$ cat config.mk
export PLATFORM = sky130hd
export DESIGN_NAME = dispenser_display_frame_builder_top
export DESIGN_NICKNAME = d
export VERILOG_FILES = /design/src/sv/ddfb_pkg.sv /design/src/sv/ddfb_pipe.sv /design/src/sv/dispenser_display_frame_builder_top.sv
export SDC_FILE = /design/constraint.sdc
export NUM_CORES = 2
export LEC_CHECK = 0
export BUFFER_PORTS_ARGS = -buffer_cell sky130_fd_sc_hd__buf_2
export CAP_MARGIN = 20
export CELL_PAD_IN_SITES_DETAIL_PLACEMENT = 0
export CELL_PAD_IN_SITES_GLOBAL_PLACEMENT = 1
export CORE_UTILIZATION = 45
export CTS_CLUSTER_SIZE = 16
export DETAILED_ROUTE_END_ITERATION = 12
export GPL_ROUTABILITY_DRIVEN = 1
export PLACE_DENSITY_LB_ADDON = 0.1
export SLEW_MARGIN = 0
export SYNTH_ARGS = -nofsm -noshare
export SYNTH_HDL_FRONTEND = slang
export SYNTH_SLANG_ARGS = --single-unit
$ cat constraint.sdc
create_clock -name clock -period 12.4 [get_ports clock]
set_input_delay 2.48 -clock clock [delete_from_list [all_inputs] [get_ports clock]]
set_output_delay 2.48 -clock clock [all_outputs]
set_load 0.05 [all_outputs]
$ cat src/sv/ddfb_pkg.sv
// Package for the dispenser display frame builder.
// Holds item types, pipeline sizes and the binary-to-BCD step function.
// No dependencies.
package ddfb_pkg;

   localparam int FRAME_LEN    = 16;
   localparam int SLOT_W       = $clog2(FRAME_LEN);
   localparam int DIGIT_W      = 4;
   localparam int VOL_W        = 24;
   localparam int PRICE_W      = 20;
   localparam int PROD_W       = VOL_W + PRICE_W;
   localparam int BITS_PER_STG = 8;
   localparam int DD_STAGES    = (PROD_W + BITS_PER_STG - 1) / BITS_PER_STG;
   localparam int SRC_W        = DD_STAGES * BITS_PER_STG;
   localparam int BCD_DIGITS   = 10;
   localparam int BCD_W        = BCD_DIGITS * DIGIT_W;

   typedef struct packed {
      logic [VOL_W-1:0]   volume_ml;
      logic [PRICE_W-1:0] price_cents;
   } req_type;

   typedef struct packed {
      logic [7:0] frame_byte;
      logic       last_byte;
   } rsp_type;

   typedef logic [FRAME_LEN-1:0][DIGIT_W-1:0] frame_type;

   // Source words still to be shifted in and the BCD digits built so far.
   typedef struct packed {
      logic [SRC_W-1:0] tot_src;
      logic [SRC_W-1:0] prc_src;
      logic [SRC_W-1:0] vol_src;
      logic [BCD_W-1:0] tot_bcd;
      logic [BCD_W-1:0] prc_bcd;
      logic [BCD_W-1:0] vol_bcd;
   } dd_type;

   // One shift-add-3 step: correct every digit, then shift the new bit in.
   // Digits above the top one fall off, which leaves the low digits exact.
   function automatic logic [BCD_W-1:0] dabble_bit(input logic [BCD_W-1:0] bcd,
                                                   input logic             bit_in);
      logic [BCD_W-1:0]   fixed;
      logic [DIGIT_W-1:0] dig;
      fixed = bcd;
      for (int k = 0; k < BCD_DIGITS; k++) begin
         dig = bcd[k*DIGIT_W +: DIGIT_W];
         if (dig >= DIGIT_W'(5)) begin
            fixed[k*DIGIT_W +: DIGIT_W] = dig + DIGIT_W'(3);
         end
      end
      return {fixed[BCD_W-2:0], bit_in};
   endfunction

endpackage

$ cat src/sv/ddfb_pipe.sv
// Arithmetic pipeline of the display frame builder: product, then BCD conversion.
// Depends on ddfb_pkg. Emits one digit frame per item, held while out_take is low.
module ddfb_pipe
   import ddfb_pkg::*;
(
   input  logic      clock,
   input  logic      reset,
   input  logic      in_valid,
   input  req_type   in_item,
   output logic      in_ready,
   output logic      out_valid,
   output frame_type out_frame,
   input  logic      out_take
);

   localparam int NSTG = DD_STAGES + 2;

   logic [NSTG-1:0]     vld_ff, vld_in;
   logic [NSTG-1:0]     adv;
   logic [NSTG-1:0]     room;
   req_type             req_ff;
   logic [PROD_W-1:0]   prod_ff;
   logic [VOL_W-1:0]    vol1_ff;
   logic [PRICE_W-1:0]  prc1_ff;
   dd_type              dd_ff [DD_STAGES];
   dd_type              dd_in [DD_STAGES];
   dd_type              dd_src [DD_STAGES];

   // Stage i moves on when it is full and the stage after has room.
   always_comb begin
      room[NSTG-1] = out_take;
      for (int i = NSTG - 1; i >= 0; i--) begin
         if (i < NSTG - 1) begin
            room[i] = !vld_ff[i+1] || adv[i+1];
         end
         adv[i] = vld_ff[i] && room[i];
      end
   end

   assign in_ready  = !vld_ff[0] || adv[0];
   assign out_valid = vld_ff[NSTG-1];

   always_comb begin
      vld_in = vld_ff;
      if (in_ready) begin
         vld_in[0] = in_valid;
      end
      for (int i = 1; i < NSTG; i++) begin
         if (!vld_ff[i] || adv[i]) begin
            vld_in[i] = adv[i-1];
         end
      end
   end

   always_ff @(posedge clock) begin
      if (reset) begin
         vld_ff <= '0;
      end else begin
         vld_ff <= vld_in;
      end
   end

   // Input register, then the volume-by-price product.
   always_ff @(posedge clock) begin
      if (in_ready && in_valid) begin
         req_ff <= in_item;
      end
      if (adv[0]) begin
         prod_ff <= PROD_W'(req_ff.volume_ml) * PROD_W'(req_ff.price_cents);
         vol1_ff <= req_ff.volume_ml;
         prc1_ff <= req_ff.price_cents;
      end
   end

   // Conversion stages: eight bits of each source per stage.
   always_comb begin
      dd_src[0].tot_src = SRC_W'(prod_ff);
      dd_src[0].prc_src = SRC_W'(prc1_ff);
      dd_src[0].vol_src = SRC_W'(vol1_ff);
      dd_src[0].tot_bcd = '0;
      dd_src[0].prc_bcd = '0;
      dd_src[0].vol_bcd = '0;
      for (int g = 1; g < DD_STAGES; g++) begin
         dd_src[g] = dd_ff[g-1];
      end
      for (int g = 0; g < DD_STAGES; g++) begin
         dd_in[g] = dd_src[g];
         for (int b = 0; b < BITS_PER_STG; b++) begin
            dd_in[g].tot_bcd = dabble_bit(dd_in[g].tot_bcd, dd_in[g].tot_src[SRC_W-1]);
            dd_in[g].prc_bcd = dabble_bit(dd_in[g].prc_bcd, dd_in[g].prc_src[SRC_W-1]);
            dd_in[g].vol_bcd = dabble_bit(dd_in[g].vol_bcd, dd_in[g].vol_src[SRC_W-1]);
            dd_in[g].tot_src = {dd_in[g].tot_src[SRC_W-2:0], 1'b0};
            dd_in[g].prc_src = {dd_in[g].prc_src[SRC_W-2:0], 1'b0};
            dd_in[g].vol_src = {dd_in[g].vol_src[SRC_W-2:0], 1'b0};
         end
      end
   end

   always_ff @(posedge clock) begin
      for (int g = 0; g < DD_STAGES; g++) begin
         if (adv[g+1]) begin
            dd_ff[g] <= dd_in[g];
         end
      end
   end

   // Lay out the frame. Total digit k is product digit k+3, so slot s of the
   // total field shows product digit s.
   always_comb begin
      for (int s = 0; s < FRAME_LEN; s++) begin
         if (s < 4) begin
            out_frame[s] = dd_ff[DD_STAGES-1].prc_bcd[(s+1)*DIGIT_W +: DIGIT_W];
         end else if (s < 10) begin
            out_frame[s] = dd_ff[DD_STAGES-1].tot_bcd[s*DIGIT_W +: DIGIT_W];
         end else begin
            out_frame[s] = dd_ff[DD_STAGES-1].vol_bcd[(s-10)*DIGIT_W +: DIGIT_W];
         end
      end
   end

endmodule

$ cat src/sv/dispenser_display_frame_builder_top.sv
// Top level of the dispenser display frame builder.
// Depends on ddfb_pkg and ddfb_pipe; holds the frame serializer.
//
//   channel   ports                          direction  handshake
//   request   start, busy, req_item          in         taken when start & !busy
//   response  rsp_strobe, rsp_item           out        one byte per strobe cycle
//
// Each item yields sixteen bytes, slot 0 first, one per clock; an item thus
// occupies the serializer for its sixteen bytes, which sets the sustained rate. The
// arithmetic pipeline (input register, multiplier, six BCD stages) registers
// each item in that order before the serializer loads its frame, and keeps
// further items queued.
// Reset clears valid bits and the serializer; nothing needs a clearing pass.
// The receiver cannot stall; busy rises when the pipeline is full behind the
// serializer, and items in flight hold in place meanwhile.
module dispenser_display_frame_builder_top
   import ddfb_pkg::*;
(
   input  logic    clock,
   input  logic    reset,
   input  logic    start,
   output logic    busy,
   input  req_type req_item,
   output logic    rsp_strobe,
   output rsp_type rsp_item
);

   logic              in_ready;
   logic              pipe_valid;
   frame_type         pipe_frame;
   logic              load;

   logic              active_ff, active_in;
   logic [SLOT_W-1:0] slot_ff, slot_in;
   frame_type         frame_ff;

   assign busy = !in_ready;

   ddfb_pipe u_pipe (
      .clock     (clock),
      .reset     (reset),
      .in_valid  (start),
      .in_item   (req_item),
      .in_ready  (in_ready),
      .out_valid (pipe_valid),
      .out_frame (pipe_frame),
      .out_take  (load)
   );

   // Take a new frame when idle or while sending the last byte of the current one.
   assign load = pipe_valid && (!active_ff || slot_ff == SLOT_W'(FRAME_LEN - 1));

   always_comb begin
      active_in = active_ff;
      slot_in   = slot_ff;
      if (load) begin
         active_in = 1'b1;
         slot_in   = '0;
      end else if (active_ff) begin
         slot_in = slot_ff + SLOT_W'(1);
         if (slot_ff == SLOT_W'(FRAME_LEN - 1)) begin
            active_in = 1'b0;
         end
      end
   end

   always_ff @(posedge clock) begin
      if (reset) begin
         active_ff <= 1'b0;
         slot_ff   <= '0;
      end else begin
         active_ff <= active_in;
         slot_ff   <= slot_in;
      end
   end

   // Shift the frame down one digit per byte sent.
   always_ff @(posedge clock) begin
      if (load) begin
         frame_ff <= pipe_frame;
      end else if (active_ff) begin
         frame_ff <= {DIGIT_W'(0), frame_ff[FRAME_LEN-1:1]};
      end
   end

   assign rsp_strobe          = active_ff;
   assign rsp_item.frame_byte = {frame_ff[0], slot_ff};
   assign rsp_item.last_byte  = (slot_ff == SLOT_W'(FRAME_LEN - 1));

endmodule

==> impl_table.tex <==
\begin{tabular}{lr}
\hline
Metric & Value \\
\hline
\multicolumn{2}{l}{\textbf{Clock tree}} \\
\quad Number of post-CTS setup repair buffers & 0 \\
\quad CTS max path bufs & 3 \\
\quad Sinks on Clock Net & 717 \\
\quad CTS clock-pin slew for the worst setup and hold paths & 0.07 ns \\
\quad CTS H-tree depth & 3 \\
\quad Number of buffers inserted for hold repair after clock tree synthesis & 0 \\
\quad Total clock buffers created by CTS & 85 \\
\quad TritonCTS clock tree & done \\
\quad Clk root buf & clkbuf\_16 \\
\quad Number of resized instances in the post-cts repair step & 0 \\
\quad Later-pin clock latency in the skew report & 0.76 ns \\
\multicolumn{2}{l}{\textbf{Synth}} \\
\quad Proportion of synthesized chip area in sequential cells & 0.250 \\
\quad Top cell type's share of synthesized area & 0.247 \\
\quad Library cells used by synthesis & 147 \\
\quad Number of flops mapped to enable cells by yosys & 704 \\
\quad FF+latch count, synth & 717 \\
\quad Synthesized instance count & 9,937 \\
\quad Number of nets in the synthesized netlist & 10,900 \\
\quad Syn\_area\_per\_cell & 8.60 um\^{}2 \\
\quad Synthesized area & 85,400 um\^{}2 \\
\quad Count of synthesis-stage warnings from yosys & 0 \\
\quad Most used flip-flop cell after synthesis & edfxtp\_1 \\
\quad Library cell occupying the most area in the post-synthesis netlist & edfxtp\_1 \\
\quad Largest cells by area after synthesis & edfxtp\_1, fa\_1, ha\_1, nand2\_1, inv\_1 \\
\quad Share of flip-flops with an asynchronous set or reset & 0 \\
\multicolumn{2}{l}{\textbf{Die}} \\
\quad Top-level I/O count & 58 \\
\quad Die Span X & 438 um \\
\quad Total Die Area & 192,000 um\^{}2 \\
\quad Cell row count & 159 \\
\quad Die Y-Extent & 438 um \\
\quad Core Box Area & 188,000 um\^{}2 \\
\quad Effective utilization at floorplan & 0.454 \\
\multicolumn{2}{l}{\textbf{Timing}} \\
\quad Post-route clock period utilization & 0.717 \\
\quad Total negative setup slack & 0 ns \\
\quad Setup repair after global routing missed its margin & false \\
\quad Count of final setup violators & 0 \\
\quad Max frequency & 0.112 GHz \\
\quad Max-slew violation count & 0 \\
\quad Transition time at the pin with the least slew margin & 1.09 ns \\
\quad Count of endpoints failing hold in the final timing report & 0 \\
\quad Time the final worst path needs with I/O delays and setup & 8.89 ns \\
\quad Max-slew headroom & 0.272 \\
\quad Final Skew & 0.0736 ns \\
\multicolumn{2}{l}{\textbf{Placement}} \\
\quad Routability cong. & 0.883 \\
\quad Number of I/O port buffers & 57 \\
\quad Estimated wirelength of the detail-placed design & 155,000 um \\
\multicolumn{2}{l}{\textbf{Cells and area}} \\
\quad Ratio of cells with drive above 1 in the final layout & 0.0836 \\
\quad Final Net Count & 10,800 \\
\quad Commonest cells after routing, fill and taps aside & nand2\_1, inv\_1, edfxtp\_1, nor2\_1, o21ai\_0 \\
\quad Layout overhead on the synthesized area & 6.59\% \\
\quad Commonest non-fill, non-tap cell in the layout & nand2\_1 \\
\multicolumn{2}{l}{\textbf{Run status}} \\
\quad Status & finished with violations \\
\quad Failing checks & DRC \\
\multicolumn{2}{l}{\textbf{Drt}} \\
\quad Wire per inst & 16.3 um \\
\quad Final Routed Wirelength & 202,000 um \\
\quad Via count of the routed design & 71,300 \\
\quad Remaining antenna violation count after routing & 0 \\
\quad Number of vias per cell & 5.74 \\
\quad Drt first pass iters & 10 \\
\quad Initial detailed-routing violation count & 4,075 \\
\quad DRC & 4 \\
\multicolumn{2}{l}{\textbf{Worst setup path}} \\
\quad Required time of the critical path & 12.90 ns \\
\quad Critical Path Sink Type & flop \\
\quad Sort of element at the start of the critical path & flop \\
\quad Worst path arrival time & 9.39 ns \\
\quad Max incr delay on CP & 1.03 ns \\
\quad Cell with the largest stage delay on the worst path & edfxtp\_1 \\
\quad Type of the worst setup path & reg -> reg \\
\quad Most frequent cell on the critical path & fa\_1 \\
\quad Worst-path maximum fanout & 25 \\
\multicolumn{2}{l}{\textbf{Global route}} \\
\quad Global route overflow & 0 \\
\quad Pin count of the biggest net entering global routing & 70 \\
\quad Number of global-route vias before repair & 66,300 \\
\quad GRT Overall Usage & 0.206 \\
\quad Global-route wire length before repair & 334,000 um \\
\quad Initial antenna violation count & 5 \\
\multicolumn{2}{l}{\textbf{Flow run}} \\
\quad Reported max-cap violation count & 0 \\
\multicolumn{2}{l}{\textbf{Hold path}} \\
\quad Worst hold-check path type & reg -> reg \\
\hline
\end{tabular}
-- routing by layer --
| layer | part of all wire | track usage | vias to the layer above | wire length [um] |
|---|---|---|---|---|
| li1 | - | - | 36000 | - |
| met2 | 0.46 | 0.339 | 1079 | 92300 |
| met3 | 0.034 | 0.0225 | 179 | 6830 |
| met5 | 0.000084 | 0 | - | 17 |
| met1 | 0.49 | 0.293 | 34000 | 99700 |
| met4 | 0.018 | 0.0403 | 2 | 3570 |
-- area by class of cell --
| class | instances | area (um^2) |
|---|---|---|
| fillers | 17900 | 97100 |
| multi-input cells | 7973 | 59400 |
| flip-flops and latches | 717 | 21400 |
| inverters | 964 | 3620 |
| well taps | 2495 | 3120 |
| clock buffers | 96 | 2180 |
| repair buffers | 110 | 713 |
| clock inverters | 61 | 646 |
| diodes | 5 | 12.5 |
-- cells by family after synthesis --
family | share of synthesized area
and+or+nand+nor | 0.185
adders and majority gates | 0.170
AOI/OAI and AO/OA | 0.248
muxes | 0.0610
buffers and inverters | 0.0556
xor gates and xnor gates | 0.0296
DFF | 0.250
-- registers in the layout (all words and copies together), names as in the netlist --
register	count
u_pipe.vol1_ff	24
u_pipe.dd_ff	513
u_pipe.vld_ff	8
u_pipe.prod_ff	40
u_pipe.prc1_ff	19
frame_ff	60
slot_ff	4
rsp_item	4
rsp_strobe	1
u_pipe.req_ff	44
-- metrics by stage --
step                setup WS [ns]   util  instances  cell area, um^2  hold WS [ns]
CTS                          3.46  0.483      12400            91000         0.391
detailed placement           3.50  0.468      12300            88200         0.405
global route                 3.07  0.484      12400            91100         0.408
floorplan                    3.45      -       9937            85400         0.400
finish                       3.51  0.484      12400            91100         0.388
global placement             3.64  0.468      12300            88200         0.401
-- Yosys cell counts (138+ instances only) --
library cell,instances
fa_1,391
ha_1,528
inv_1,948
a211oi_1,155
o211ai_1,157
o21a_1,138
edfxtp_1,704
mux2i_1,230
clkbuf_1,234
nor3_1,204
and2_1,305
nand2_1,1017
nor2_1,694
o21ai_0,629
nand2b_1,165
a21oi_1,567
xnor2_1,199
mux2_2,220
nand3_1,176
-- critical path, delay by kind of cell (launching register included) --
kind / cells / cell delay [ns]
adder cells (fa/ha/maj): 8 / 3.62
flip-flops: 1 / 1.03
AND/OR/NAND/NOR: 5 / 0.97
buffers and inverters: 5 / 0.28
AO/OA/AOI/OAI: 12 / 2.65
XOR/XNOR: 1 / 0.07
-- final timing paths --
check / start / to / slack [ns] / cells after the start
worst max-delay path: u_pipe.req_ff[10] / u_pipe.prod_ff[43] / 3.51 / 31
worst min-delay path: u_pipe.dd_ff[0][214] / u_pipe.dd_ff[1][222] / 0.39 / 0
worst min register to register: u_pipe.dd_ff[0][214] / u_pipe.dd_ff[1][222] / 0.39 / 0
worst max register to register: u_pipe.req_ff[10] / u_pipe.prod_ff[43] / 3.51 / 31
Power is not shown: default switching activity piles up to over one toggle a cycle in this logic, so the estimate is an artifact.
